## config.mk

```make
export PLATFORM = sky130hd
export DESIGN_NAME = bsd_front
export DESIGN_NICKNAME = d
export VERILOG_FILES = /design/src/hdl/bsd_pkg.sv /design/src/hdl/bsd_front.sv
export SDC_FILE = /design/constraint.sdc
export NUM_CORES = 1
export LEC_CHECK = 0
export ABC_AREA = 1
export BUFFER_PORTS_ARGS = -buffer_cell sky130_fd_sc_hd__buf_2
export CAP_MARGIN = 20
export CELL_PAD_IN_SITES_DETAIL_PLACEMENT = 0
export CELL_PAD_IN_SITES_GLOBAL_PLACEMENT = 1
export CORE_MARGIN = 2
export CORE_UTILIZATION = 38
export DETAILED_ROUTE_END_ITERATION = 6
export PLACE_DENSITY_LB_ADDON = 0.05
export REMOVE_ABC_BUFFERS = 1
export SLEW_MARGIN = 40
export SYNTH_ARGS = -nofsm -noshare
export SYNTH_HDL_FRONTEND = slang
export SYNTH_SLANG_ARGS = --single-unit
export TNS_END_PERCENT = 30
```

## constraint.sdc

```tcl
create_clock -name clk_i -period 3.6 [get_ports clk_i]
set_clock_uncertainty 0.15 [all_clocks]
set_input_delay 0.36 -clock clk_i [delete_from_list [all_inputs] [get_ports clk_i]]
set_output_delay 0.36 -clock clk_i [all_outputs]
set_load 0.02 [all_outputs]
```

## src/hdl/bsd_pkg.sv

```systemverilog
// Shared constants and types for the 2x2 box-sum downsampler.
package bsd_pkg;

  // Image limits and pixel format
  localparam int unsigned MaxWidth  = 1024;
  localparam int unsigned MaxHeight = 1024;
  localparam int unsigned PixelBits = 16;

  // Derived widths
  localparam int unsigned DimW      = 11;                       // size register width
  localparam int unsigned ColW      = $clog2(MaxWidth);         // column counter
  localparam int unsigned RowW      = $clog2(MaxHeight);        // row counter
  localparam int unsigned LineDepth = (MaxWidth + 1) / 2;       // pair sums per line
  localparam int unsigned LineAw    = $clog2(LineDepth);
  localparam int unsigned PairW     = PixelBits + 1;
  localparam int unsigned SumW      = 18;
  localparam int unsigned CoordW    = 9;

  // Stream payloads
  localparam int unsigned InDataW   = 16;
  localparam int unsigned OutFieldW = SumW + 2 * CoordW;
  localparam int unsigned OutDataW  = ((OutFieldW + 7) / 8) * 8;

  // Configuration port
  localparam int unsigned CfgIdxW = 2;
  localparam logic [CfgIdxW-1:0] RegImageWidth  = 2'd0;
  localparam logic [CfgIdxW-1:0] RegImageHeight = 2'd1;
  localparam logic [DimW-1:0] ResetWidth  = 11'd640;
  localparam logic [DimW-1:0] ResetHeight = 11'd480;

  // One accepted pixel that completes a 2x2 block
  typedef struct packed {
    logic [PairW-1:0]  pair;      // horizontal pair sum of this row
    logic              use_line;  // add the stored pair sum of the row above
    logic [CoordW-1:0] out_x;
    logic [CoordW-1:0] out_y;
    logic              last;      // final result of the frame
  } bsd_item_t;

endpackage

```

## src/hdl/bsd_front.sv

```systemverilog
// Raster position tracking, horizontal pairing and line store access.
module bsd_front (
  input  logic                        clk_i,
  input  logic                        rst_ni,
  input  logic                        in_valid_i,
  input  logic [bsd_pkg::InDataW-1:0] in_pixel_i,
  input  logic                        dn_ready_i,
  output logic                        in_ready_o,
  input  logic [bsd_pkg::DimW-1:0]    width_i,
  input  logic [bsd_pkg::DimW-1:0]    height_i,
  output logic                        item_valid_o,
  output bsd_pkg::bsd_item_t          item_o,
  output logic                        line_we_o,
  output logic                        line_re_o,
  output logic [bsd_pkg::LineAw-1:0]  line_addr_o,
  output logic [bsd_pkg::PairW-1:0]   line_wdata_o
);

  logic [bsd_pkg::ColW-1:0]      col_q, col_d;
  logic [bsd_pkg::RowW-1:0]      row_q, row_d;
  logic [bsd_pkg::PixelBits-1:0] left_q, left_d;

  logic                          accept;
  logic [bsd_pkg::ColW-1:0]      col_max;
  logic [bsd_pkg::RowW-1:0]      row_max;
  logic                          last_col, last_row, odd_col, odd_row;
  logic                          pair_done, block_done;
  logic [bsd_pkg::PixelBits-1:0] pix;
  logic [bsd_pkg::PairW-1:0]     pair;

  assign accept     = in_valid_i & dn_ready_i;
  assign in_ready_o = dn_ready_i;
  assign pix        = in_pixel_i[bsd_pkg::PixelBits-1:0];

  // Last column / row index: zero size acts as one, oversize clamps
  always_comb begin
    if (width_i == '0) begin
      col_max = '0;
    end else if (width_i > bsd_pkg::DimW'(bsd_pkg::MaxWidth)) begin
      col_max = bsd_pkg::ColW'(bsd_pkg::MaxWidth - 1);
    end else begin
      col_max = bsd_pkg::ColW'(width_i - 1'b1);
    end
    if (height_i == '0) begin
      row_max = '0;
    end else if (height_i > bsd_pkg::DimW'(bsd_pkg::MaxHeight)) begin
      row_max = bsd_pkg::RowW'(bsd_pkg::MaxHeight - 1);
    end else begin
      row_max = bsd_pkg::RowW'(height_i - 1'b1);
    end
  end

  // Position flags; a count past the end after a size change is the end
  assign last_col   = (col_q >= col_max);
  assign last_row   = (row_q >= row_max);
  assign odd_col    = col_q[0];
  assign odd_row    = row_q[0];
  assign pair_done  = odd_col | last_col;
  assign block_done = pair_done & (odd_row | last_row);

  // Horizontal pair; a missing right partner counts as zero
  assign pair = odd_col ? ({1'b0, left_q} + {1'b0, pix}) : {1'b0, pix};

  // Line store: park even-row pair sums, fetch them on the odd row
  assign line_addr_o  = col_q[bsd_pkg::ColW-1:1];
  assign line_wdata_o = pair;
  assign line_we_o    = accept & pair_done & ~(odd_row | last_row);
  assign line_re_o    = accept & block_done & odd_row;

  // Item handed to the sum stage
  assign item_valid_o   = accept & block_done;
  assign item_o.pair     = pair;
  assign item_o.use_line = odd_row;
  assign item_o.out_x    = bsd_pkg::CoordW'(col_q >> 1);
  assign item_o.out_y    = bsd_pkg::CoordW'(row_q >> 1);
  assign item_o.last     = last_col & last_row;

  // Counter and left pixel update
  always_comb begin
    col_d  = col_q;
    row_d  = row_q;
    left_d = left_q;
    if (accept) begin
      if (!pair_done) begin
        left_d = pix;
      end
      if (last_col) begin
        col_d = '0;
        row_d = last_row ? '0 : row_q + 1'b1;
      end else begin
        col_d = col_q + 1'b1;
      end
    end
  end

  always_ff @(posedge clk_i or negedge rst_ni) begin
    if (!rst_ni) begin
      col_q  <= '0;
      row_q  <= '0;
      left_q <= '0;
    end else begin
      col_q  <= col_d;
      row_q  <= row_d;
      left_q <= left_d;
    end
  end

endmodule

```

==> results_dict.tcl <==
set metrics [dict create \
    status "finished, final reports clean" \
    drc 0 \
    drv_slew 0 \
    clkSinkCount 36 \
    r2r_slack_ps 1390 \
    worst_slew_pin_slew_ps 626 \
    hp-class "primary input to register" \
    cts_setup_buffers 0 \
    drive_gt1_frac 0.203 \
    drt_iter0_drc 166 \
    maxCapViolations 0 \
    cts_tree "done" \
    routed_wirelength_mm 11.5 \
    fp.dieH_um 111 \
    synthArstFlopShare 1.00 \
    hold_ws_ps 204 \
    arrival_ps 2750 \
    post-route-period-util 0.906 \
    syn2layout_area_growth_pct 12.7 \
    syn_inst 691 \
    synth_ff_type "dfrtp_1" \
    grt_pass1_vias 4100 \
    clk_path_buf_depth 2 \
    diodes 0 \
    synth_cell_type_count 43 \
    utilization 0.435 \
    num_rows 39 \
    die_width_um 111 \
    yosysWarnings 0 \
    detail-route-antenna-nets 0 \
    clk_pin_slew_ps 60 \
    drt_first_pass_iters 4 \
    grt_pass1_wl_mm 19.5 \
    synth-edff-count 0 \
    final_common_cell "nand2_1" \
    synth-seq-cells 36 \
    worstSetupStartpointType "primary input" \
    cts_inserted_buffers 5 \
    routed_via_density 4.88 \
    finalPower_mw 2.48 \
    vias 4426 \
    ys_seq_area_frac 0.207 \
    grt_overflow_total 0 \
    gp_congestion 0.833 \
    worstPathRequired_ps 3090 \
    place_area_mm2 0.00474 \
    drt-wirelength-per-cell_um 12.6 \
    crit_fanout 9 \
    hold_viol_final 0 \
    grt_max_degree 43 \
    grt_antenna_before_repair 0 \
    syn_area_per_cell_um2 6.30 \
    core_mm2 0.0113 \
    dp_hpwl_mm 8.89 \
    grt_use_total 0.190 \
    p_per_area_mw_per_mm2 505 \
    dieArea_mm2 0.0123 \
    io_pins 109 \
    clk_latency_ps 290 \
    h-tree-depth 2 \
    fin_nets 846 \
    setup.worst_path.end_class "output port" \
    fin_setup_tns_ps 0 \
    fin_crit_ps 3260 \
    setup.worst_path.class "primary input to output port" \
    final_area_mm2 0.00490 \
    netlist_area_mm2 0.00435 \
    setup_viol 0 \
    relSlewSlack 0.582 \
    floorplan.initialDensity 0.386 \
    clock.fmax_mhz 307 \
    cts_root_buf "clkbuf_16" \
    rsz0062_at_grt "false" \
    portBuffers 108 \
    final_cell_mix "nand2_1 (249), buf_2 (107), inv_1 (78), nor2_1 (56)" \
    leakagePower_nw 2.92 \
    ir_worst_vdd_mv 0.355 \
]
-- worst paths after layout --
kind	start	endpoint	depth (start not counted)
worst min register to register	left_q[11]$_DFFE_PN0P_	left_q[11]$_DFFE_PN0P_	2
worst min-delay path	in_pixel_i[3]	left_q[3]$_DFFE_PN0P_	3
min in group asynchronous	rst_ni	left_q[15]$_DFFE_PN0P_	2
max in group asynchronous	rst_ni	col_q[3]$_DFFE_PN0P_	2
worst max-delay path	width_i[0]	line_re_o	18
worst max register to register	col_q[0]$_DFFE_PN0P_	row_q[8]$_DFFE_PN0P_	13
-- layer usage --
layer	vias up	global-route usage	routed length [um]
met1	2004	0.255	5500
met2	89	0.330	5400
met5	-	0	0
met4	0	0.0375	98
met3	8	0.0235	466
li1	2325	-	-
-- synth_stat cells (4+ instances only) --
cell,number,area share
inv_2,4,0.0035
nand2_2,12,0.017
a21oi_1,18,0.021
inv_1,78,0.067
nand4_1,29,0.042
xnor2_1,6,0.012
buf_4,36,0.062
nor3_1,10,0.012
buf_2,5,0.0058
nor2_1,56,0.048
nor2_4,4,0.010
xor2_1,6,0.012
nand2_1,249,0.21
nand3_1,40,0.046
o21ai_1,5,0.0058
o21ai_0,15,0.017
nand3b_1,5,0.0086
ha_1,40,0.12
dfrtp_1,36,0.21
-- layout make-up --
cell class / instances / area (um2)
timing repair buffer: 113 / 583
inverter: 84 / 318
tap: 143 / 179
clock buffer: 6 / 139
clock inverter: 2 / 10.0
sequential: 36 / 901
multi-input combinational: 523 / 2780
fill: 1227 / 6370
-- where the power goes --
| part | internal (mW) | switching, mW |
|---|---|---|
| Clock | 0.273 | 0.186 |
| Sequential | 0.498 | 0.110 |
| Combinational | 0.479 | 0.930 |
-- logic make-up after synthesis --
logic type,synth area share
AND/OR/NAND/NOR,0.428
buffers and inverters,0.156
AO/OA/AOI/OAI,0.0650
adder cells (fa/ha/maj),0.120
flip-flops,0.207
XOR/XNOR,0.0242
-- through the flow --
step	std cells	setup WS (ps)
2_1_floorplan	643	726
3_3_place_gp	898	335
3_5_place_dp	898	165
4_1_cts	907	145
5_1_grt	907	66.0
6_report	907	339
-- flip-flops by register name (all words and copies together), names as in the netlist --
signal  cells
left_q     16
col_q      10
row_q      10
-- timing repair --
action	4_1_cts	5_1_grt
endpoints found under the hold margin	36	0
hold buffers	1	0
endpoints found under the setup margin	0	3
gates resized for setup	0	2
-- worst max-delay path, stage by stage --
cell and delay (ps):
buf_2 120, inv_1 70, ha_1 180, nand2_1 140, nor3_2 200, nand2_1 110, nand2_2 160, o21ai_0 130
ha_1 290, inv_1 60, nand2_1 60, a21oi_2 170, nor2_4 60, inv_2 50, nand3_2 130, o21ai_2 220
nor2_1 60, buf_2 160
No activity file was read; power rests on OpenSTA's default activity.
