[src/hdl/bsd_ram.sv]
// Generic single-write, single-read RAM with registered read data.
module bsd_ram #(
  parameter int unsigned Width = 8,
  parameter int unsigned Depth = 16
) (
  input  logic                     clk_i,
  input  logic                     we_i,
  input  logic [$clog2(Depth)-1:0] waddr_i,
  input  logic [Width-1:0]         wdata_i,
  input  logic                     re_i,
  input  logic [$clog2(Depth)-1:0] raddr_i,
  output logic [Width-1:0]         rdata_o
);

  logic [Width-1:0] mem_q [Depth];
  logic [Width-1:0] rdata_q;

  always_ff @(posedge clk_i) begin
    if (we_i) begin
      mem_q[waddr_i] <= wdata_i;
    end
    if (re_i) begin
      rdata_q <= mem_q[raddr_i];
    end
  end

  assign rdata_o = rdata_q;

endmodule

[config.mk]
export PLATFORM = sky130hd
export DESIGN_NAME = bsd_ram
export DESIGN_NICKNAME = d
export VERILOG_FILES = /design/src/hdl/bsd_ram.sv
export SDC_FILE = /design/constraint.sdc
export NUM_CORES = 1
export LEC_CHECK = 0
export ABC_AREA = 1
export BUFFER_PORTS_ARGS = -buffer_cell sky130_fd_sc_hd__clkbuf_2
export CORE_MARGIN = 2
export CORE_UTILIZATION = 33
export CTS_CLUSTER_DIAMETER = 40
export DETAILED_ROUTE_END_ITERATION = 16
export PLACE_DENSITY = 0.59
export SYNTH_ARGS = -nofsm -noshare
export SYNTH_HDL_FRONTEND = slang
export SYNTH_SLANG_ARGS = --single-unit
export TNS_END_PERCENT = 20
[constraint.sdc]
create_clock -name clk_i -period 0.9 [get_ports clk_i]
set_input_delay 0.045 -clock clk_i [delete_from_list [all_inputs] [get_ports clk_i]]
set_output_delay 0.045 -clock clk_i [all_outputs]
set_load 0.1 [all_outputs]
==> results of run 1 <==
## power by group through the flow
stage | Sequential [mW] | Combinational, mW | Clock (mW)
floorplan | 7.52 | 0.500 | 0
global placement | 7.32 | 1.26 | 0
detailed placement | 7.33 | 1.27 | 0
CTS | 7.20 | 1.33 | 5.90
global route | 7.21 | 1.49 | 6.17
finish | 7.20 | 1.38 | 5.78
## final timing paths
| kind | endpoint | depth (start not counted) | slack, ns | start |
|---|---|---|---|---|
| max | rdata_o[5] | 1 | -0.23 | rdata_o[5] |
| max reg2reg | rdata_o[3] | 6 | -0.19 | mem_q[1][3] |
| min | rdata_o[3] | 1 | 0.05 | re_i |
| min reg2reg | rdata_o[6] | 6 | 0.74 | mem_q[10][6] |
## layout by cell type (no fill, tap or decap)
cell type,instances
sky130_fd_sc_hd__inv_1,100
sky130_fd_sc_hd__nand3_1,48
sky130_fd_sc_hd__nand3_4,2
sky130_fd_sc_hd__inv_2,2
sky130_fd_sc_hd__nand3b_1,2
sky130_fd_sc_hd__nand2_2,7
sky130_fd_sc_hd__clkinv_2,3
sky130_fd_sc_hd__nand2_1,166
sky130_fd_sc_hd__nor2_1,17
sky130_fd_sc_hd__clkbuf_1,5
sky130_fd_sc_hd__clkinv_1,5
sky130_fd_sc_hd__buf_4,24
sky130_fd_sc_hd__clkbuf_16,17
sky130_fd_sc_hd__buf_12,17
sky130_fd_sc_hd__nand3_2,47
sky130_fd_sc_hd__edfxtp_1,136
sky130_fd_sc_hd__clkbuf_2,18
## routing by layer
| metal | track usage [%] | vias to the layer above |
|---|---|---|
| li1 | - | 1885 |
| met1 | 20.8 | 1921 |
| met2 | 25.1 | 114 |
| met3 | 4.70 | 11 |
| met4 | 5.96 | 0 |
| met5 | 0 | - |
## state kept, by name, indices dropped and copies added (netlist names)
register  flops
mem_q       128
rdata_o       8
## cells by family (layout without fill, tap and decap cells)
| group | Yosys count | after routing |
|---|---|---|
| buffers and inverters | 126 | 191 |
| DFF | 136 | 136 |
| and+or+nand+nor | 289 | 289 |
## repair_timing
item / CTS / global route
gates resized for setup: 25 / 33
hold buffers: 0 / 0
setup endpoints to repair: 16 / 16
pin swaps: 9 / 14
## area by class of cell
| type | instances | area (um2) | share of cell area (%) |
|---|---|---|---|
| Tap cell | 225 | 282 | 3.84 |
| Multi-Input combinational cell | 289 | 1490 | 20.4 |
| Inverter | 102 | 383 | 5.22 |
| Timing Repair Buffer | 59 | 611 | 8.33 |
| Sequential cell | 136 | 4080 | 55.7 |
| Clock inverter | 8 | 33.8 | 0.461 |
| Clock buffer | 22 | 444 | 6.06 |
==> results.txt, run 1 <==
----------------------------------------------------
[Power and ir drop]
  Peak VDD IR ... 0.00133 V
  Switching power as a share of total power ... 23.3%
  Sequential Power Share ... between 50% and 60%
  Clock power share ... about two fifths
  Total leakage power ... 3.13 nW
  NetSw ... 3.34 mW
  Total power ... between 10 and 15 mW
  Combinational power share ... 9.6%
  Internal Pwr Total ... 11.0 mW
  Pwr Density ... 1960 nW/um2

[Timing]
  Post-route minimum period ... 1.13 ns
  Hold Worst Slack ... between 0.04 and 0.05 ns
  Count of final setup violators ... 16
  Setup repair after global routing missed its margin ... true
  Final Hold Viols ... 0
  Relative slew slack ... 67.9%
  Tightest Pin Transition ... 0.481 ns
  Final Skew ... 0.00714 ns
  Number of max-slew violations in the final report ... 0
  Setup TNS after final layout ... -2.64 ns
  Post-route clock period utilization ... 126%
  Final worst-path setup slack ... -0.234 ns
  Maximum operating frequency ... just under 900 MHz

[Critical path]
  Largest driver fanout on the critical path ... 1
  Slowest cell on the critical path ... sky130_fd_sc_hd__edfxtp_1
  Worst endpoint required time ... between 0.8 and 0.9 ns
  CP delay by family, top ... flip-flops
  Endpoint arrival time on the critical path ... approximately 1.1 ns
  Critical path, cell by cell ... buf_12
  Longest individual stage delay on the worst path ... 0.46 ns
  Category of the critical setup timing path ... register to primary output
  Crit path launch type ... register
  Number of buffer and inverter instances along the worst setup path ... 1
  Kind of capture point of the worst setup path ... primary output

[Drt]
  Wire length per cell after detailed routing ... 16.2 um
  Count of vias placed by the detailed router ... 3,931
  Routed length on met3 ... 818 um
  Top layer reached by signal wires ... met4
  Per-cell via count in the routed design ... ~4.7
  Sum of routed wire length over all layers ... 13,700 um
  Iteration count of the initial detailed-routing pass ... 5
  Number of DRC markers after the initial detailed-route iteration ... 267
  Antenna violation net count after detailed routing ... 0
  Routed wire length on met2 ... ~6700 um
  # DRC ... 0
  Routed metal-1 wire length ... ~6000 um

[Global routing]
  Largest net degree at the start of global routing ... 38
  Overall global routing resource usage ... 15.9%
  Total global routing overflow ... 0
  Number of antenna violations at the first check in global routing ... 0
  First-pass GRT wire length ... roughly 21,000 um
  Number of global-route vias before repair ... 3,946

[Finish]
  Layout overhead on the synthesized area ... 25.3%
  Utilization after layout ... 42.4%
  Nets ... 624
  Proportion of layout cells with a drive suffix above 1 ... about 22%
  Non-filler instance count after layout ... roughly 840
  Number of filler instances in the final layout ... roughly 1,600
  Antenna diode count ... 0
  Finished Cell Area ... around 7300 um2

[Die]
  Area enclosed by the die boundary ... 18,800 um2
  Total core area ... 17,300 um2
  IO Pins ... 27
  Die boundary width ... 137 um
  DIE HEIGHT ... 137 um
  Core Rows ... 48
  Initial standard-cell utilization of the core ... roughly 34%

[Worst hold path]
  Tightest Hold Check Type ... input port to register

[Placed design]
  Quantity of I/O buffers inserted on ports ... 26
  Placed Instance Area ... 6570 um2
  # placed instances ... 811
  Minimum setup slack after placement ... -0.355 ns
  GPL Wtd Cong ... 0.878
  Total half-perimeter wirelength after legalization and detailed placement ... 8880 um

[Synth]
  Synthesized area per cell ... 10.6 um2
  Proportion of synthesized chip area in sequential cells ... 69.8%
  Synthesized flop and latch total ... ~140
  Xor-xnor portion of the synthesized cell area ... 0%
  Post-Synth Simple-Gate Area ... 20.8%
  Yosys warning count ... 0
  Number of standard cells after synthesis ... roughly 550
  Proportion of netlist area held by the largest area contributor ... 69.8%
  Async set-reset flop share out of synthesis ... 0%
  Most frequent cell after synthesis ... sky130_fd_sc_hd__nand2_1
  Top area cells in the synthesized netlist ... sky130_fd_sc_hd__edfxtp_1, sky130_fd_sc_hd__nand2_1, sky130_fd_sc_hd__nand3_1
  Compound-Gate Fraction of Synth Area ... 0%
  Number of library cell types mapped by synthesis ... 11
  EDFF count, synth ... 136
  Nets in the synthesized netlist ... 570
  Share of synthesized area spent on multiplexers ... 0%
  Combinational family with the most area after synthesis ... simple AND/OR/NAND/NOR gates
  Netlist area before placement ... 5850 um2
  Largest area contributor in the synthesized netlist ... sky130_fd_sc_hd__edfxtp_1
  Commonest register cell after synthesis ... sky130_fd_sc_hd__edfxtp_1
  List of most frequent post-synthesis cells ... sky130_fd_sc_hd__nand2_1, sky130_fd_sc_hd__edfxtp_1, sky130_fd_sc_hd__inv_1, sky130_fd_sc_hd__nand3_1, sky130_fd_sc_hd__nor2_1
  Arithmetic-cell share of the synthesized area counting full adders, half adders and majority gates ... 0%

[Status]
  Violated checks ... negative setup slack
  Result of the run ... finished with violations

[Clock network]
  TritonCTS clock tree ... done
  Source-to-sink clock delay at the later pin of the worst-skew pair ... roughly 0.4 ns
  Clock transition at path regs ... 0.05 ns
  CTS Root Buffer Type ... sky130_fd_sc_hd__clkbuf_16
  Maximum clock path buffer count ... 2
  Number of buffers inserted by post-CTS setup repair ... 0
  H-tree Lvls ... 4
  Clk sinks ... about 140
  Number of buffers inserted during clock tree synthesis ... 17

[Flow run]
  Number of maximum-capacitance violations ... 0

----------------------------------------------------
No activity file was read; power rests on OpenSTA's default activity.
==> inputs of run 2 (changes only) <==
--- a/config.mk
+++ b/config.mk
@@ -11,7 +11,7 @@
 export CORE_UTILIZATION = 33
 export CTS_CLUSTER_DIAMETER = 40
 export DETAILED_ROUTE_END_ITERATION = 16
-export PLACE_DENSITY = 0.59
+export PLACE_DENSITY = 0.57
 export SYNTH_ARGS = -nofsm -noshare
 export SYNTH_HDL_FRONTEND = slang
 export SYNTH_SLANG_ARGS = --single-unit
==> constraint.sdc (replaced) <==
create_clock -name clk_i -period 1.1 [get_ports clk_i]
set_input_delay 0.055 -clock clk_i [delete_from_list [all_inputs] [get_ports clk_i]]
set_output_delay 0.055 -clock clk_i [all_outputs]
set_load 0.1 [all_outputs]
==> run 2 against run 1 <==
Compared with the run above:
- the run still ends with negative setup slack left
- via count is 3.3% lower
- sequential power is 18% lower
- clock power is 7.3% lower
- cell area is 0.87% lower
- hold slack worse by 0.0018 ns
- first-iteration DRC count is 87% higher
- critical endpoint is now rdata_o[3]
- largest cell class unchanged
==> results.txt, run 2 (synthesis gave the netlist of run 1 again) <==
----------------------------------------------------
[Status]
  Result of the run ... finished with violations
  Violated checks ... negative setup slack

[Worst hold path]
  Hold path start ... re_i
  Tightest Hold Check Type ... input port to register
  Number of stages on the worst hold path ... 1
  Endpoint with the worst hold slack ... rdata_o[2]

[Timing]
  Final Hold Viols ... 0
  Relative slew slack ... 54.3%
  Final Skew ... 0.00789 ns
  Post-route minimum period ... 1.15 ns
  Maximum operating frequency ... 867 MHz
  Tightest Pin Transition ... 0.684 ns
  Hold Worst Slack ... 0.0478 ns
  Number of max-slew violations in the final report ... 0
  Post-route clock period utilization ... 105%
  Setup repair after global routing missed its margin ... true
  Final worst-path setup slack ... -0.0538 ns
  Count of final setup violators ... 4

[Finish]
  Layout overhead on the synthesized area ... 24.2%
  Antenna diode count ... 0
  Nets ... between 600 and 700
  Area occupied by registers ... roughly 4000 um2
  Number of filler instances in the final layout ... 1,624
  Multi-input combinational cell area ... 1410 um2
  Proportion of layout cells with a drive suffix above 1 ... 20.9%
  Non-filler instance count after layout ... 838
  Most used cells in the layout excluding fill and tap cells ... sky130_fd_sc_hd__nand2_1, sky130_fd_sc_hd__edfxtp_1, sky130_fd_sc_hd__inv_1, sky130_fd_sc_hd__nand3_1, sky130_fd_sc_hd__nand3_2
  Register with the most flip-flops ... mem_q
  Most common cell after layout, fill and taps aside ... sky130_fd_sc_hd__nand2_1
  Max reg flops ... 128

[Die]
  Initial standard-cell utilization of the core ... 33.8%
  Die boundary width ... around 140 um
  DIE HEIGHT ... 137 um
  Area enclosed by the die boundary ... 18,800 um2
  IO Pins ... 27
  Total core area ... 17,300 um2
  Core Rows ... 48

[Critical path]
  Number of buffer and inverter instances along the worst setup path ... 1
  Endpoint arrival time on the critical path ... 1.10 ns
  Depth of the worst register-to-register path ... 6
  Kind of capture point of the worst setup path ... primary output
  Capturing point of the worst reg2reg path ... rdata_o[2]
  Slowest cell on the critical path ... sky130_fd_sc_hd__edfxtp_1
  Longest individual stage delay on the worst path ... 0.48 ns
  Worst r2r src ... mem_q[5][2]
  Worst endpoint required time ... 1.04 ns
  Crit path launch type ... register
  Category of the critical setup timing path ... register to primary output
  Largest driver fanout on the critical path ... 1
  Critical path, cell by cell ... buf_12
  CP delay by family, top ... flip-flops
  Worst setup slack for register-to-register paths ... 0.01 ns

[Global routing]
  Total global routing overflow ... 0
  Overall global routing resource usage ... 15.7%
  Largest net degree at the start of global routing ... 43
  First-pass GRT wire length ... 21,600 um
  Number of global-route vias before repair ... 3,870
  Number of antenna violations at the first check in global routing ... 0

[Power and ir drop]
  Peak VDD IR ... approximately 0.0011 V
  Total leakage power ... 3.09 nW
  Pwr Density ... 1700 nW/um2

[Placed design]
  Total half-perimeter wirelength after legalization and detailed placement ... roughly 8700 um
  Quantity of I/O buffers inserted on ports ... 26
  GPL Wtd Cong ... 0.822
  Minimum setup slack after placement ... -0.198 ns
  # placed instances ... approximately 810

[Drt]
  Antenna violation net count after detailed routing ... 0
  Wire length per cell after detailed routing ... approximately 16 um
  Number of DRC markers after the initial detailed-route iteration ... around 500
  Count of vias placed by the detailed router ... 3,803
  Per-cell via count in the routed design ... 4.54
  # DRC ... 0
  Sum of routed wire length over all layers ... 13,600 um
  Iteration count of the initial detailed-routing pass ... 5

[Clock network]
  TritonCTS clock tree ... done
  Maximum clock path buffer count ... 2
  H-tree Lvls ... 4
  Clock transition at path regs ... roughly 0.06 ns
  Number of buffers inserted during clock tree synthesis ... 17
  Count of hold-fix buffers inserted at cts ... 0
  CTS Root Buffer Type ... sky130_fd_sc_hd__clkbuf_16
  Clk sinks ... 136
  Source-to-sink clock delay at the later pin of the worst-skew pair ... about 0.4 ns

[Flow run]
  Number of maximum-capacitance violations ... 0

----------------------------------------------------
==> run 2: where the power goes <==
group          leakage [nW]  internal (mW)  switching (mW)  total [mW]
Clock                 0.259           3.30            2.06        5.36
Combinational          1.59          0.343           0.723        1.07
Sequential             1.24           5.84          0.0516        5.89
Total                  3.09           9.48            2.84        12.3
==> run 2: area by class of cell <==
type	instances	area share [%]
inverter	102	5.27
timing repair buffer	55	7.48
tap	225	3.88
sequential	136	56.2
multi-input combinational	289	19.4
clock buffer	18	5.91
clock inverter	13	1.83
==> run 2: metrics by stage <==
step | cell area, um2 | utilization (%) | power (mW) | setup TNS [ns]
after floorplan | 5850 | - | 6.56 | 0
after global placement | 6500 | 37.6 | 7.00 | -1.29
after detailed placement | 6500 | 37.6 | 7.01 | -1.31
after CTS | 7150 | 41.3 | 12.4 | -0.205
after global routing | 7260 | 42.0 | 12.7 | -0.591
final | 7260 | 42.0 | 12.3 | -0.150
==> run 2: how the worst max path moves through the flow <==
stage / start / end / slack [ns] / cells past startpoint
3_3_place_gp: raddr_i[0] / rdata_o[2] / -0.19 / 8
2_1_floorplan: waddr_i[3] / mem_q[4][0] / 0.09 / 2
4_1_cts: rdata_o[3] / rdata_o[3] / -0.06 / 1
5_1_grt: mem_q[5][2] / rdata_o[2] / -0.07 / 6
3_5_place_dp: raddr_i[0] / rdata_o[2] / -0.20 / 8
6_report: rdata_o[3] / rdata_o[3] / -0.05 / 1
==> run 2: per-layer routing <==
layer | vias to the layer above | global-route usage (%) | part of all wire (%)
li1 | 1885 | - | -
met1 | 1787 | 21.3 | 44
met2 | 119 | 24.5 | 47
met3 | 12 | 3.74 | 7.3
met4 | 0 | 6.01 | 1.7
met5 | - | 0 | 0
==> run 2: timing repair <==
| item | in CTS | in global routing |
|---|---|---|
| setup buffers | 0 | 0 |
| cloned | 0 | 0 |
| gates resized for setup | 16 | 27 |
| endpoints found under the setup margin | 10 | 15 |
| pin swaps | 4 | 13 |
==> inputs of run 3 (changes only) <==
--- a/config.mk
+++ b/config.mk
@@ -7,6 +7,7 @@
 export LEC_CHECK = 0
 export ABC_AREA = 1
 export BUFFER_PORTS_ARGS = -buffer_cell sky130_fd_sc_hd__clkbuf_2
+export CORE_ASPECT_RATIO = 0.5
 export CORE_MARGIN = 2
 export CORE_UTILIZATION = 33
 export CTS_CLUSTER_DIAMETER = 40
==> constraint.sdc (replaced) <==
create_clock -name clk_i -period 1.1 [get_ports clk_i]
set_input_delay 0.055 -clock clk_i [delete_from_list [all_inputs] [get_ports clk_i]]
set_output_delay 0.055 -clock clk_i [all_outputs]
set_load 0.01 [all_outputs]
==> run 3 against run 2 <==
Compared with the run above:
- the run now ends clean
- non-clock buffer count increased by 3
- via count up 1.1%
- sequential share of layout area up 0.78 points
- total power increased by 0.65%
- setup slack better by 0.082 ns
- sequential power hardly changed
- clock skew increased by 0.0038 ns
- critical path type is now register to register
- critical endpoint is now rdata_o[7]
- largest cell class unchanged
==> results.txt, run 3 (synthesis gave the netlist of run 1 again) <==
----------------------------------------------------
[Clock network]
  CTS Root Buffer Type ... sky130_fd_sc_hd__clkbuf_16
  Number of buffers inserted during clock tree synthesis ... 17
  H-tree Lvls ... 4
  TritonCTS clock tree ... done
  Clock transition at path regs ... 0.06 ns
  Source-to-sink clock delay at the later pin of the worst-skew pair ... 0.42 ns
  Maximum clock path buffer count ... 2
  Number of buffers inserted by post-CTS setup repair ... 0
  Count of hold-fix buffers inserted at cts ... 0
  Clk sinks ... 136

[Finish]
  Multi-input combinational cell area ... 1370 um2
  Most used cells in the layout excluding fill and tap cells ... sky130_fd_sc_hd__nand2_1, sky130_fd_sc_hd__edfxtp_1, sky130_fd_sc_hd__inv_1, sky130_fd_sc_hd__nand3_1, sky130_fd_sc_hd__nand3_2
  Number of filler instances in the final layout ... 1,647
  Nets ... around 620
  Antenna diode count ... 0
  Proportion of layout cells with a drive suffix above 1 ... between 10% and 20%
  Register with the most flip-flops ... mem_q
  Area occupied by registers ... 4080 um2
  Layout overhead on the synthesized area ... 22.6%
  Most common cell after layout, fill and taps aside ... sky130_fd_sc_hd__nand2_1
  Max reg flops ... 128
  Utilization after layout ... 41.3%

[Placed design]
  Quantity of I/O buffers inserted on ports ... 26
  Total half-perimeter wirelength after legalization and detailed placement ... 8230 um
  Minimum setup slack after placement ... -0.173 ns
  GPL Wtd Cong ... ~0.78

[Drt]
  Count of vias placed by the detailed router ... 3,846
  Wire length per cell after detailed routing ... ~16 um
  # DRC ... 0
  Sum of routed wire length over all layers ... 13,200 um
  Antenna violation net count after detailed routing ... 0
  Iteration count of the initial detailed-routing pass ... 4
  Number of DRC markers after the initial detailed-route iteration ... 301
  Per-cell via count in the routed design ... roughly 4.5

[Critical path]
  Category of the critical setup timing path ... register to register
  Kind of capture point of the worst setup path ... register
  Largest driver fanout on the critical path ... 1
  Endpoint arrival time on the critical path ... 1.23 ns
  Worst endpoint required time ... between 1 and 1.5 ns
  Crit path launch type ... register

[Power and ir drop]
  Pwr Density ... 1730 nW/um2
  Clock power share ... 46.2%
  Switching power as a share of total power ... 21.9%
  Internal Pwr Total ... 9.68 mW
  NetSw ... 2.72 mW
  Total power ... approximately 12 mW
  Sequential Power Share ... between 40% and 50%
  Total leakage power ... between 3 and 4 nW
  Peak VDD IR ... around 0.0013 V
  Combinational power share ... 6.4%

[Die]
  DIE HEIGHT ... 98.1 um
  IO Pins ... 27
  Total core area ... 17,400 um2
  Area enclosed by the die boundary ... roughly 19,000 um2
  Core Rows ... 34
  Die boundary width ... 192 um
  Initial standard-cell utilization of the core ... between 30 and 40%

[Flow run]
  Number of maximum-capacitance violations ... 0

[Timing]
  Number of max-slew violations in the final report ... 0
  Count of final setup violators ... 0
  Post-route clock period utilization ... 97.4%
  Relative slew slack ... 73.2%
  Final worst-path setup slack ... 0.0285 ns
  Maximum operating frequency ... 933 MHz
  Setup TNS after final layout ... 0 ns
  Tightest Pin Transition ... 0.402 ns
  Final Skew ... approximately 0.012 ns
  Setup repair after global routing missed its margin ... true
  Final Hold Viols ... 0
  Hold Worst Slack ... 0.0487 ns
  Post-route minimum period ... about 1.1 ns

[Global routing]
  Overall global routing resource usage ... ~15%
  Largest net degree at the start of global routing ... 52
  Total global routing overflow ... 0
  First-pass GRT wire length ... 21,000 um
  Number of antenna violations at the first check in global routing ... 0
  Number of global-route vias before repair ... 3,758

[Status]
  Result of the run ... completed

[Worst hold path]
  Tightest Hold Check Type ... input port to register

----------------------------------------------------
[run 3: final cells by class]
| class | instances | share of cell area (%) |
|---|---|---|
| clock buffer | 18 | 5.99 |
| sequential | 136 | 57.0 |
| tap | 234 | 4.09 |
| multi-input combinational | 289 | 19.1 |
| clock inverter | 14 | 2.44 |
| inverter | 102 | 5.34 |
| timing repair buffer | 58 | 6.04 |
[run 3: layer usage]
metal | GRT usage (%) | part of all wire [%]
met5 | 0 | 0
met4 | 5.46 | 1.4
met3 | 3.31 | 5.8
met2 | 23.7 | 46
met1 | 20.6 | 47
[run 3: power by group through the flow]
stage	clock, mW	combinational [mW]	sequential (mW)
after floorplan	0	0.409	5.99
after global placement	0	0.736	5.99
after detailed placement	0	0.743	5.99
after CTS	5.81	0.749	5.88
after global routing	6.04	0.883	5.89
final	5.73	0.789	5.88
[run 3: worst paths after layout]
path                            slack [ns]         start  depth (start not counted)          to
worst min register to register        0.75   mem_q[3][4]                          6  rdata_o[4]
worst max-delay path                  0.03  mem_q[12][7]                          6  rdata_o[7]
worst min-delay path                  0.05          re_i                          1  rdata_o[6]
worst max register to register        0.03  mem_q[12][7]                          6  rdata_o[7]
[run 3: repair_timing]
action                     4_1_cts  5_1_grt
pin swaps                        0       13
resized for setup                2       30
setup endpoints to repair        2        9
[run 3: metrics by stage]
| step | cells | instance area (um2) |
|---|---|---|
| 2_1_floorplan | 551 | 5850 |
| 3_3_place_gp | 819 | 6410 |
| 3_5_place_dp | 819 | 6410 |
| 4_1_cts | 851 | 7020 |
| 5_1_grt | 851 | 7170 |
| 6_report | 851 | 7170 |
[run 3: worst max-delay path: stages, from the launching register on]
cell and delay (ns):
sky130_fd_sc_hd__edfxtp_1 0.36, sky130_fd_sc_hd__inv_1 0.06, sky130_fd_sc_hd__nand2_1 0.06, sky130_fd_sc_hd__nand3_2 0.08, sky130_fd_sc_hd__nand3_2 0.10, sky130_fd_sc_hd__nand3_2 0.10
sky130_fd_sc_hd__nand2_1 0.05
