[src/hdl/bsd_pkg.sv]
// Shared constants and types for the 2x2 box-sum downsampler.
package bsd_pkg;

  // Image limits and pixel format
  localparam int unsigned MaxWidth  = 1024;
  localparam int unsigned MaxHeight = 1024;
  localparam int unsigned PixelBits = 16;

  // Derived widths
  localparam int unsigned DimW      = 11;                       // size register width
  localparam int unsigned ColW      = $clog2(MaxWidth);         // column counter
  localparam int unsigned RowW      = $clog2(MaxHeight);        // row counter
  localparam int unsigned LineDepth = (MaxWidth + 1) / 2;       // pair sums per line
  localparam int unsigned LineAw    = $clog2(LineDepth);
  localparam int unsigned PairW     = PixelBits + 1;
  localparam int unsigned SumW      = 18;
  localparam int unsigned CoordW    = 9;

  // Stream payloads
  localparam int unsigned InDataW   = 16;
  localparam int unsigned OutFieldW = SumW + 2 * CoordW;
  localparam int unsigned OutDataW  = ((OutFieldW + 7) / 8) * 8;

  // Configuration port
  localparam int unsigned CfgIdxW = 2;
  localparam logic [CfgIdxW-1:0] RegImageWidth  = 2'd0;
  localparam logic [CfgIdxW-1:0] RegImageHeight = 2'd1;
  localparam logic [DimW-1:0] ResetWidth  = 11'd640;
  localparam logic [DimW-1:0] ResetHeight = 11'd480;

  // One accepted pixel that completes a 2x2 block
  typedef struct packed {
    logic [PairW-1:0]  pair;      // horizontal pair sum of this row
    logic              use_line;  // add the stored pair sum of the row above
    logic [CoordW-1:0] out_x;
    logic [CoordW-1:0] out_y;
    logic              last;      // final result of the frame
  } bsd_item_t;

endpackage

[src/hdl/bsd_back.sv]
// Sum stage and output register of the downsampler.
module bsd_back (
  input  logic                              clk_i,
  input  logic                              rst_ni,
  input  logic                              item_valid_i,
  input  bsd_pkg::bsd_item_t                item_i,
  output logic                              ready_o,
  input  logic [bsd_pkg::PairW-1:0]         line_rdata_i,
  output logic                              out_valid_o,
  input  logic                              out_ready_i,
  output logic [bsd_pkg::OutDataW-1:0]      out_data_o,
  output logic                              out_last_o
);

  localparam int unsigned PadW = bsd_pkg::OutDataW - bsd_pkg::OutFieldW;

  logic                        s1_valid_q;
  bsd_pkg::bsd_item_t          s1_q;
  logic                        out_valid_q;
  logic [bsd_pkg::SumW-1:0]    sum_q, sum_d;
  logic [bsd_pkg::CoordW-1:0]  x_q, y_q;
  logic                        last_q;
  logic                        out_adv;

  // Pipeline moves when the result register is free or being taken
  assign out_adv = ~out_valid_q | out_ready_i;
  assign ready_o = ~s1_valid_q | out_adv;

  // Vertical sum with the pair parked from the row above
  always_comb begin
    sum_d = bsd_pkg::SumW'(s1_q.pair);
    if (s1_q.use_line) begin
      sum_d = bsd_pkg::SumW'(s1_q.pair) + bsd_pkg::SumW'(line_rdata_i);
    end
  end

  // Valid flags
  always_ff @(posedge clk_i or negedge rst_ni) begin
    if (!rst_ni) begin
      s1_valid_q  <= 1'b0;
      out_valid_q <= 1'b0;
    end else begin
      if (ready_o) begin
        s1_valid_q <= item_valid_i;
      end
      if (out_adv) begin
        out_valid_q <= s1_valid_q;
      end
    end
  end

  // Payload registers
  always_ff @(posedge clk_i) begin
    if (ready_o && item_valid_i) begin
      s1_q <= item_i;
    end
    if (out_adv && s1_valid_q) begin
      sum_q  <= sum_d;
      x_q    <= s1_q.out_x;
      y_q    <= s1_q.out_y;
      last_q <= s1_q.last;
    end
  end

  assign out_valid_o = out_valid_q;
  assign out_data_o  = {{PadW{1'b0}}, y_q, x_q, sum_q};
  assign out_last_o  = last_q;

endmodule

[config.mk]
export PLATFORM = sky130hd
export DESIGN_NAME = bsd_back
export DESIGN_NICKNAME = d
export VERILOG_FILES = /design/src/hdl/bsd_pkg.sv /design/src/hdl/bsd_back.sv
export SDC_FILE = /design/constraint.sdc
export NUM_CORES = 1
export LEC_CHECK = 0
export BUFFER_PORTS_ARGS = -buffer_cell sky130_fd_sc_hd__clkbuf_2
export CORE_UTILIZATION = 51
export DETAILED_ROUTE_END_ITERATION = 6
export GPL_TIMING_DRIVEN = 1
export PLACE_DENSITY = 0.79
export SETUP_SLACK_MARGIN = 0.1
export SLEW_MARGIN = 20
export SYNTH_ARGS = -nofsm -noshare
export SYNTH_HDL_FRONTEND = slang
export SYNTH_SLANG_ARGS = --single-unit
[constraint.sdc]
create_clock -name clk_i -period 2.6 [get_ports clk_i]
set_input_delay 0.13 -clock clk_i [delete_from_list [all_inputs] [get_ports clk_i]]
set_output_delay 0.13 -clock clk_i [all_outputs]
set_load 0.05 [all_outputs]
==> results.json, run 1 <==
{
  "hold_class": "in2async",
  "synth_area_mm2": 0.00339,
  "rows": 29,
  "initial_core_util_pct": 53.1,
  "synth_seq_cells": 76,
  "grt_remaining_overflow": 0,
  "nNetsFinal": 440,
  "placed_area_mm2": 0.00397,
  "status": "finished, final reports clean",
  "clk_pin_slew_worst_paths_ps": 90,
  "area_growth_syn_to_layout_pct": 36.4,
  "ys_warn_count": 0,
  "drt_pass1_iterations": 4,
  "netlist.area_leader.share_pct": 65.5,
  "pin_count": 101,
  "first_global_vias": 2442,
  "dp_hpwl_um": 4480,
  "synth_area_leaders": "edfxtp_1 (65%), ha_1 (6.3%), mux2_2 (4.6%)",
  "ir_worst_vdd_v": 0.000660,
  "die_y_um": 83.6,
  "portBuffers": 96,
  "grt_pass1_wl_um": 11300,
  "antenna_cells": 0,
  "rr_worst_depth": 9,
  "finalSetupTns_ps": 0,
  "place.gp.congestion": 0.802,
  "finalCriticalPeriod_ps": 2360,
  "cts_setup_buffers": 0,
  "maxSlewHeadroom_pct": 36.4,
  "final-setup-viol-count": 0,
  "synth_edf_count": 74,
  "worstSkewPairLatency_ps": 350,
  "grt_start_max_net_pins": 24,
  "critPathLaunchType": "flop",
  "p_per_area_mw_per_mm2": 698,
  "r2r_slack_ps": 240,
  "endpoint_kind": "flop",
  "dr.first_iter.drc_count": 188,
  "viasPerCell": 5.16,
  "dieArea_mm2": 0.00698,
  "cpPeakStageDelay_ps": 360,
  "p_leak_nw": 1.90,
  "cts.sinks": 76,
  "layout_commonest_cell": "clkbuf_2",
  "crit_required_ps": 2710,
  "cts_buffers": 9,
  "worst_pin_slew_ps": 954,
  "antenna_found_initial": 0,
  "clockRootBuffer": "clkbuf_8",
  "crit_fanout": 3,
  "drv_cap": 0,
  "synthArstFlopShare_pct": 2.63,
  "fin_skew_ps": 10.0,
  "finalHoldViolCount": 0,
  "fp.coreArea_mm2": 0.00639,
  "syn_inst": 222,
  "ys.flop_type": "edfxtp_1",
  "most-common-layout-cells": "clkbuf_2 (96), edfxtp_1 (74), dlygate4sd3_1 (39)",
  "fmax_mhz": 424,
  "path_buf_inv": 1,
  "cts_tree": "yes",
  "r2r_start": "s1_q[20]$_DFFE_PP_",
  "grtUsageTotal_pct": 21.2,
  "syn_area_per_cell_um2": 15.3,
  "cpMaxStageDelayCell": "edfxtp_1",
  "drc": 0,
  "grt_setup_unrepaired": "no",
  "ys_types": 42,
  "wirelength_um": 6980,
  "layout-drive-gt1-share_pct": 37.9,
  "path_class": "reg2reg",
  "h-tree-depth": 3,
  "yosys.area.top_type": "edfxtp_1",
  "cp_cell_sequence": "ha_1 -> inv_1 -> fa_2 -> nor2b_2 -> o2111ai_4 -> a21oi_4 -> a31oi_1 -> xnor2_1 -> mux2_2",
  "r2r_end": "sum_q[10]$_DFFE_PP_",
  "cts_buffer_depth": 2,
  "detail-route-antenna-nets": 0,
  "critical-path-top-delay-family": "adder cells",
  "drv_slew": 0,
  "arrival_ps": 2470,
  "fin_crit_sh_pct": 90.8,
  "die_x_um": 83.6,
  "wl_per_cell_um": 15.7,
  "final_area_mm2": 0.00463,
  "synth_seq_area_share_pct": 67.0,
  "num_vias": 2300
}
[synthesized netlist by cell type (all sizes together) (2+ instances only)]
library cell,n
a21o,6
nand2b,4
nand3,5
xor2,4
o2111ai,2
nor3,2
mux2i,3
nand2,14
o21ai,5
ha,17
and2,3
mux2,14
o211ai,3
edfxtp,74
a211oi,3
o21a,3
a21oi,14
inv,3
dfrtp,2
xnor2,9
nor2b,2
buf,9
nand4,2
nor2,6
[where the power goes]
group	total, W	switching [W]	leakage [nW]	internal, W
Sequential	0.00151	0.0000389	0.732	0.00147
Clock	0.00103	0.000476	0.113	0.000557
Combinational	0.000691	0.000439	1.06	0.000252
Total	0.00323	0.000954	1.90	0.00228
[worst max-delay path by stage]
stage	startpoint	to	depth (start not counted)	slack, ps
floorplan	out_valid_o$_DFFE_PN0P_	s1_q[0]$_DFFE_PP_	2	100
global placement	s1_q[20]$_DFFE_PP_	sum_q[10]$_DFFE_PP_	9	210
detailed placement	s1_q[20]$_DFFE_PP_	sum_q[10]$_DFFE_PP_	9	160
CTS	s1_q[20]$_DFFE_PP_	sum_q[16]$_DFFE_PP_	9	170
global route	s1_q[20]$_DFFE_PP_	sum_q[16]$_DFFE_PP_	9	100
finish	s1_q[20]$_DFFE_PP_	sum_q[10]$_DFFE_PP_	9	240
[timing repair]
| action | 4_1_cts | 5_1_grt |
|---|---|---|
| endpoints found under the setup margin | 1 | 4 |
| gates resized for setup | 1 | 5 |
| hold buffers | 39 | 0 |
| endpoints found under the hold margin | 40 | 0 |
| pin swaps | 0 | 1 |
[cells by family (layout without fill, tap and decap cells)]
| logic type | count (synthesis) | count (layout) | synth area share, % |
|---|---|---|---|
| AO/OA/AOI/OAI | 42 | 42 | 8.74 |
| XOR/XNOR | 13 | 13 | 3.36 |
| adder cells (fa/ha/maj) | 18 | 18 | 6.86 |
| buffers and inverters | 12 | 156 | 1.88 |
| flip-flops | 76 | 76 | 67.0 |
| multiplexers | 17 | 17 | 5.53 |
| other | 1 | 4 | 0.111 |
| AND/OR/NAND/NOR | 43 | 43 | 6.56 |
[area by class of cell]
type                    instances  area [um^2]
flip-flops and latches         76         2270
inverters                       3         11.3
clock buffers                   9          124
well taps                      77         96.3
multi-input cells             137         1110
fillers                       455         1760
clock inverters                 7          105
repair buffers                137          911
[routing by layer]
layer	routed length, um	vias up	track usage (%)	share of wire, %
li1	-	1126	-	-
met1	2820	1079	23.6	40
met4	63	0	5.24	0.90
met2	3660	87	38.7	52
met3	437	8	7.32	6.3
met5	0	-	0	0
[flip-flops by register name (all words and copies together), names as in the netlist]
register     flops
out_valid_o      1
out_last_o       1
y_q              9
sum_q           18
x_q              9
s1_q            37
s1_valid_q       1
[metrics by stage]
stage | cells | power (W) | util (%) | hold WS (ps) | setup WS, ps
after CTS | 446 | 0.00324 | 71.9 | 61.1 | 166
after global routing | 446 | 0.00336 | 72.5 | 80.6 | 103
after floorplan | 225 | 0.00200 | - | -166 | 101
final | 446 | 0.00323 | 72.5 | 86.3 | 240
after detailed placement | 391 | 0.00216 | 62.2 | -79.7 | 157
after global placement | 391 | 0.00215 | 62.2 | -84.4 | 209
Power figures use the tool's default switching activity.
==> run 2: changes to the inputs <==
--- a/config.mk
+++ b/config.mk
@@ -6,9 +6,10 @@
 export NUM_CORES = 1
 export LEC_CHECK = 0
+export ABC_AREA = 1
 export BUFFER_PORTS_ARGS = -buffer_cell sky130_fd_sc_hd__clkbuf_2
-export CORE_UTILIZATION = 51
+export CORE_UTILIZATION = 52
 export DETAILED_ROUTE_END_ITERATION = 6
 export GPL_TIMING_DRIVEN = 1
-export PLACE_DENSITY = 0.79
+export PLACE_DENSITY = 0.8
 export SETUP_SLACK_MARGIN = 0.1
 export SLEW_MARGIN = 20
==> constraint.sdc (replaced) <==
create_clock -name clk_i -period 2.6 [get_ports clk_i]
set_input_delay 0.65 -clock clk_i [delete_from_list [all_inputs] [get_ports clk_i]]
set_output_delay 0.65 -clock clk_i [all_outputs]
set_load 0.05 [all_outputs]
==> run 2 against run 1 <==
Effect of this change:
- combinational power up 4.9%
- wire length up 1.7%
- non-clock buffer count shrank 39
- global-route usage shrank 0.54 points
- flip-flop and latch count unchanged
- final cell count rose by 21%
- synthesized cell count up 58%
- maximum frequency up 24%
- first-iteration DRC count shrank 17%
- sequential share of layout area grew 2.4 points
- power increased by 0.86%
- via count is 15% higher
- critical path type is now in2reg
==> results.json, run 2 <==
{
  "finalCriticalPeriod_ps": 1910,
  "finalHoldViolCount": 0,
  "final-setup-viol-count": 0,
  "largest_register_ffs": 37,
  "dp_hpwl_um": 5070,
  "rr_worst_depth": 13,
  "multi_input_area_mm2": 0.00111,
  "synth_most_common_cell": "nand2_1",
  "yosys.area.top_type": "edfxtp_1",
  "grtUsageTotal_pct": 20.7,
  "status": "finished, final reports clean",
  "p_per_area_mw_per_mm2": 739,
  "cts_buffers": 9,
  "grt_pass1_wl_um": 11200,
  "clk_pin_slew_worst_paths_ps": 90,
  "maxSlewHeadroom_pct": 51.5,
  "synth_edf_count": 74,
  "hold_class": "in2async",
  "pin_count": 101,
  "place.gp.congestion": 0.853,
  "crit_required_ps": 2720,
  "grt_setup_unrepaired": "no",
  "path_class": "in2reg",
  "initial_core_util_pct": 53.6,
  "worstSkewPairLatency_ps": 350,
  "fin_skew_ps": 10.5,
  "final_core_util_pct": 65.3,
  "antenna_cells": 0,
  "synth_area_leaders": "edfxtp_1 (61%), nand2_1 (13%), ha_1 (5.9%)",
  "hold_buffers": 0,
  "drt_pass1_iterations": 4,
  "clockRootBuffer": "clkbuf_8",
  "cts_tree": "yes",
  "critPathLaunchType": "primary input",
  "dr.first_iter.drc_count": 156,
  "wl_per_cell_um": 13.1,
  "most-common-layout-cells": "nand2_1 (124), clkbuf_2 (96), edfxtp_1 (74)",
  "detail-route-antenna-nets": 0,
  "cts.sinks": 76,
  "portBuffers": 96,
  "layout_commonest_cell": "nand2_1",
  "ys_warn_count": 0,
  "drv_cap": 0,
  "fmax_mhz": 524,
  "drv_slew": 0,
  "wirelength_um": 7100,
  "post-place-ws_ps": 321,
  "grt_start_max_net_pins": 38,
  "netlist.area_leader.share_pct": 61.4,
  "die_x_um": 85.4,
  "first_global_vias": 2528,
  "syn_area_per_cell_um2": 10.3,
  "seq_area_mm2": 0.00227,
  "ys.flop_type": "edfxtp_1",
  "ir_worst_vdd_v": 0.000499,
  "layout-drive-gt1-share_pct": 27.8,
  "rows": 30,
  "fin_ws_ps": 691,
  "p_leak_nw": 2.17,
  "viasPerCell": 4.88,
  "nNetsFinal": 532,
  "ys_top_cells_by_count": "nand2_1 (124), edfxtp_1 (74), inv_1 (54)",
  "cts_buffer_depth": 2,
  "n_fill_cell": 548,
  "die_y_um": 85.4,
  "grt_remaining_overflow": 0,
  "cts_resized": 0,
  "synth_seq_area_share_pct": 62.8,
  "synthArstFlopShare_pct": 2.63,
  "top_regs": "s1_q (37), sum_q (18)",
  "finalSetupTns_ps": 0,
  "cts_setup_buffers": 0,
  "fin_crit_sh_pct": 73.4,
  "antenna_found_initial": 0,
  "syn_inst": 351,
  "drc": 0,
  "worst_pin_slew_ps": 727,
  "fp.coreArea_mm2": 0.00676,
  "area_growth_syn_to_layout_pct": 21.8,
  "synth_area_mm2": 0.00362,
  "arrival_ps": 2030,
  "synth_seq_cells": 76,
  "num_vias": 2638,
  "endpoint_kind": "flop",
  "ys_types": 29,
  "dieArea_mm2": 0.00730,
  "largest_register": "s1_q",
  "h-tree-depth": 3,
  "crit_fanout": 4
}
==> run 2: per-stage QoR <==
| stage | hold WS [ps] | std cells | total power (W) | cell area (um^2) |
|---|---|---|---|---|
| floorplan | 354 | 354 | 0.00210 | 3630 |
| global placement | 400 | 525 | 0.00227 | 4190 |
| detailed placement | 405 | 525 | 0.00229 | 4190 |
| CTS | 53.6 | 541 | 0.00328 | 4410 |
| global route | 41.7 | 541 | 0.00340 | 4410 |
| finish | 64.4 | 541 | 0.00326 | 4410 |
==> run 2: layout make-up <==
type | count | area share, %
Clock buffer | 9 | 2.81
Clock inverter | 7 | 2.24
Inverter | 55 | 4.68
Multi-Input combinational cell | 216 | 25.2
Sequential cell | 76 | 51.5
Tap cell | 80 | 2.27
Timing Repair Buffer | 98 | 11.2
==> run 2: kinds of logic (layout without fill, tap and decap cells) <==
family                   after synthesis  in the layout  share of synthesized area, %
XOR/XNOR                               2              2                         0.484
adder cells (fa/ha/maj)               18             18                          6.43
buffers and inverters                 62            169                          7.12
AO/OA/AOI/OAI                         19             19                          2.80
AND/OR/NAND/NOR                      173            173                          20.3
flip-flops                            76             76                          62.8
other                                  1              4                         0.104
==> run 2: critical path, stage by stage <==
cell and delay (ps):
clkbuf_2 80, ha_1 160, inv_1 50, fa_1 350
inv_1 110, nand2_1 70, nand2_1 80, nand3_1 80
nand2_2 100, nand2_1 70, nand2_1 60, nand2_1 40
nand3_1 60, nand2_1 60
==> run 2: worst paths after layout <==
path                                           endpoint                from  slack (ps)
min in group clk_i                     y_q[4]$_DFFE_PP_   s1_q[5]$_DFFE_PP_         420
max in group asynchronous       out_valid_o$_DFFE_PN0P_              rst_ni        2440
worst max-delay path                sum_q[12]$_DFFE_PP_     line_rdata_i[0]         690
worst min-delay path             s1_valid_q$_DFFE_PN0N_              rst_ni          60
worst min register to register         y_q[4]$_DFFE_PP_   s1_q[5]$_DFFE_PP_         420
worst max register to register      sum_q[12]$_DFFE_PP_  s1_q[20]$_DFFE_PP_         700
==> run 2: layer usage <==
metal | wire length [um] | up-vias | part of all wire [%] | GRT usage (%)
li1 | - | 1344 | - | -
met1 | 2970 | 1196 | 42 | 24.9
met3 | 471 | 7 | 6.6 | 7.49
met4 | 105 | 0 | 1.5 | 6.97
met2 | 3550 | 91 | 50 | 34.5
met5 | 0 | - | 0 | 0
==> run 2: power breakdown <==
| part | internal (W) | leakage, nW | switching [W] | total [W] |
|---|---|---|---|---|
| combinational | 0.000191 | 1.32 | 0.000534 | 0.000725 |
| clock | 0.000547 | 0.110 | 0.000451 | 0.000998 |
| sequential | 0.00149 | 0.733 | 0.0000439 | 0.00154 |
==> run 3: changes to the inputs <==
Clock period 2.6 ns to 1.8 ns, I/O delays scaled along.
==> run 3 against run 2 <==
Effect of this change:
- the flow now finishes with violations (negative setup slack)
- power increased by 46%
- first-iteration DRC count decreased by 18%
- wire length increased by 13%
- non-clock buffer count increased by 29
- worst hold slack improved by 200 ps
- design area increased by 14%
- highest routed layer unchanged
==> results.json, run 3 (same netlist as run 2, synthesis figures left out) <==
{
  "status": "complete, but fails checks",
  "failed_checks": "negative setup slack",
  "power_frac_comb_pct": 28.4,
  "cts_buffers": 9,
  "p_per_area_mw_per_mm2": 948,
  "hold_class": "in2reg",
  "fmax_mhz": 540,
  "num_vias": 2800,
  "power_frac_seq_pct": 46.6,
  "antenna_found_initial": 0,
  "antenna_cells": 0,
  "pin_count": 101,
  "drc": 0,
  "grt_setup_unrepaired": "yes",
  "most-common-layout-cells": "clkbuf_2 (96), nand2_1 (91), edfxtp_1 (74)",
  "rr_worst_depth": 10,
  "grt_pass1_wl_um": 12300,
  "layout_commonest_cell": "clkbuf_2",
  "post-place-ws_ps": -220,
  "first_global_vias": 2767,
  "p_int_w": 0.00313,
  "initial_core_util_pct": 53.6,
  "dieArea_mm2": 0.00730,
  "n_fill_cell": 495,
  "place.gp.congestion": 0.823,
  "largest_register_ffs": 37,
  "h-tree-depth": 3,
  "viasPerCell": 4.91,
  "die_y_um": 85.4,
  "fin_crit_sh_pct": 103,
  "largest_register": "s1_q",
  "cts_buffer_depth": 2,
  "detail-route-antenna-nets": 0,
  "fin_skew_ps": 15.7,
  "portBuffers": 96,
  "fp.coreArea_mm2": 0.00676,
  "r2r_start": "s1_q[20]$_DFFE_PP_",
  "fin_ws_ps": -53.2,
  "p_leak_nw": 2.37,
  "die_x_um": 85.4,
  "min_to": "s1_q[14]$_DFFE_PP_",
  "clkPwrFrac_pct": 25.0,
  "multi_input_area_mm2": 0.00151,
  "nNetsFinal": 561,
  "crit_fanout": 4,
  "clockRootBuffer": "clkbuf_8",
  "area_growth_syn_to_layout_pct": 38.7,
  "layout-drive-gt1-share_pct": 46.1,
  "top_regs": "s1_q (37), sum_q (18)",
  "clk_pin_slew_worst_paths_ps": 90,
  "crit_required_ps": 1880,
  "power.total_w": 0.00476,
  "grt_remaining_overflow": 0,
  "finalSetupTns_ps": -82.0,
  "arrival_ps": 1940,
  "cts.sinks": 76,
  "drv_cap": 0,
  "critPathLaunchType": "flop",
  "worstSkewPairLatency_ps": 350,
  "grt_start_max_net_pins": 38,
  "path_class": "reg2reg",
  "finalHoldViolCount": 0,
  "power_switching_share_pct": 34.3,
  "finalCriticalPeriod_ps": 1850,
  "hp-start": "item_i[14]",
  "wirelength_um": 8010,
  "final-setup-viol-count": 5,
  "seq_area_mm2": 0.00227,
  "drv_slew": 0,
  "cts_tree": "yes",
  "endpoint_kind": "flop",
  "switching_power_w": 0.00163,
  "wl_per_cell_um": 14.0,
  "dp_hpwl_um": 5390,
  "drt_pass1_iterations": 4,
  "whs_path_depth": 1,
  "ir_worst_vdd_v": 0.000972,
  "r2r_end": "sum_q[6]$_DFFE_PP_",
  "rows": 30,
  "grtUsageTotal_pct": 22.3,
  "r2r_slack_ps": -50,
  "dr.first_iter.drc_count": 128
}
## run 3: worst max path at each step
| stage | startpoint | cells past startpoint | slack (ps) | endpoint |
|---|---|---|---|---|
| floorplan | out_valid_o$_DFFE_PN0P_ | 3 | -30 | s1_q[0]$_DFFE_PP_ |
| global placement | line_rdata_i[7] | 8 | -230 | sum_q[8]$_DFFE_PP_ |
| detailed placement | line_rdata_i[0] | 12 | -220 | sum_q[8]$_DFFE_PP_ |
| CTS | s1_q[20]$_DFFE_PP_ | 13 | -9 | sum_q[12]$_DFFE_PP_ |
| global route | s1_q[20]$_DFFE_PP_ | 10 | -140 | sum_q[6]$_DFFE_PP_ |
| finish | s1_q[20]$_DFFE_PP_ | 10 | -50 | sum_q[6]$_DFFE_PP_ |
## run 3: power by group through the flow
stage / Sequential, W / Clock (W) / Combinational, W
floorplan: 0.00258 / 0 / 0.000472
global placement: 0.00225 / 0 / 0.00113
detailed placement: 0.00225 / 0 / 0.00114
CTS: 0.00222 / 0.00123 / 0.00124
global route: 0.00224 / 0.00129 / 0.00145
finish: 0.00222 / 0.00119 / 0.00135
## run 3: area by class of cell
cell class              instances  share of cell area [%]
repair buffers                127                    14.7
flip-flops and latches         76                    45.3
clock inverters                 7                    1.15
multi-input cells             216                    30.1
clock buffers                   9                    2.47
well taps                      80                    1.99
inverters                      55                    4.33
## run 3: critical path, stage by stage (launching register included)
cell	delay, ps
edfxtp_1	440
ha_4	190
inv_2	40
fa_2	180
inv_2	50
buf_4	130
nand2_4	60
nand3_4	100
or2_4	240
nand3_1	80
nand2_1	80
## run 3: repair_timing
action                     4_1_cts  5_1_grt
hold endpoints to repair         2        0
pin swaps                       15       30
resized for setup               36       47
setup buffers                    3        9
hold buffers                     1        0
setup endpoints to repair       12       13
## run 3: per-stage QoR
step	std cells	util (%)	hold WS, ps	area [um^2]
global placement	541	64.7	236	4370
finish	570	74.3	266	5020
floorplan	354	-	154	3700
CTS	561	71.1	249	4800
detailed placement	541	64.7	237	4370
global route	570	74.3	243	5020
## run 3: per-layer routing
layer / share of wire [%] / vias up / wire length (um) / global-route usage [%]
met3: 6.6 / 15 / 527 / 6.91
met4: 1.8 / 0 / 146 / 8.48
met1: 40 / 1275 / 3240 / 26.9
met5: 0 / - / 0 / 0
li1: - / 1407 / - / -
met2: 51 / 103 / 4100 / 37.7
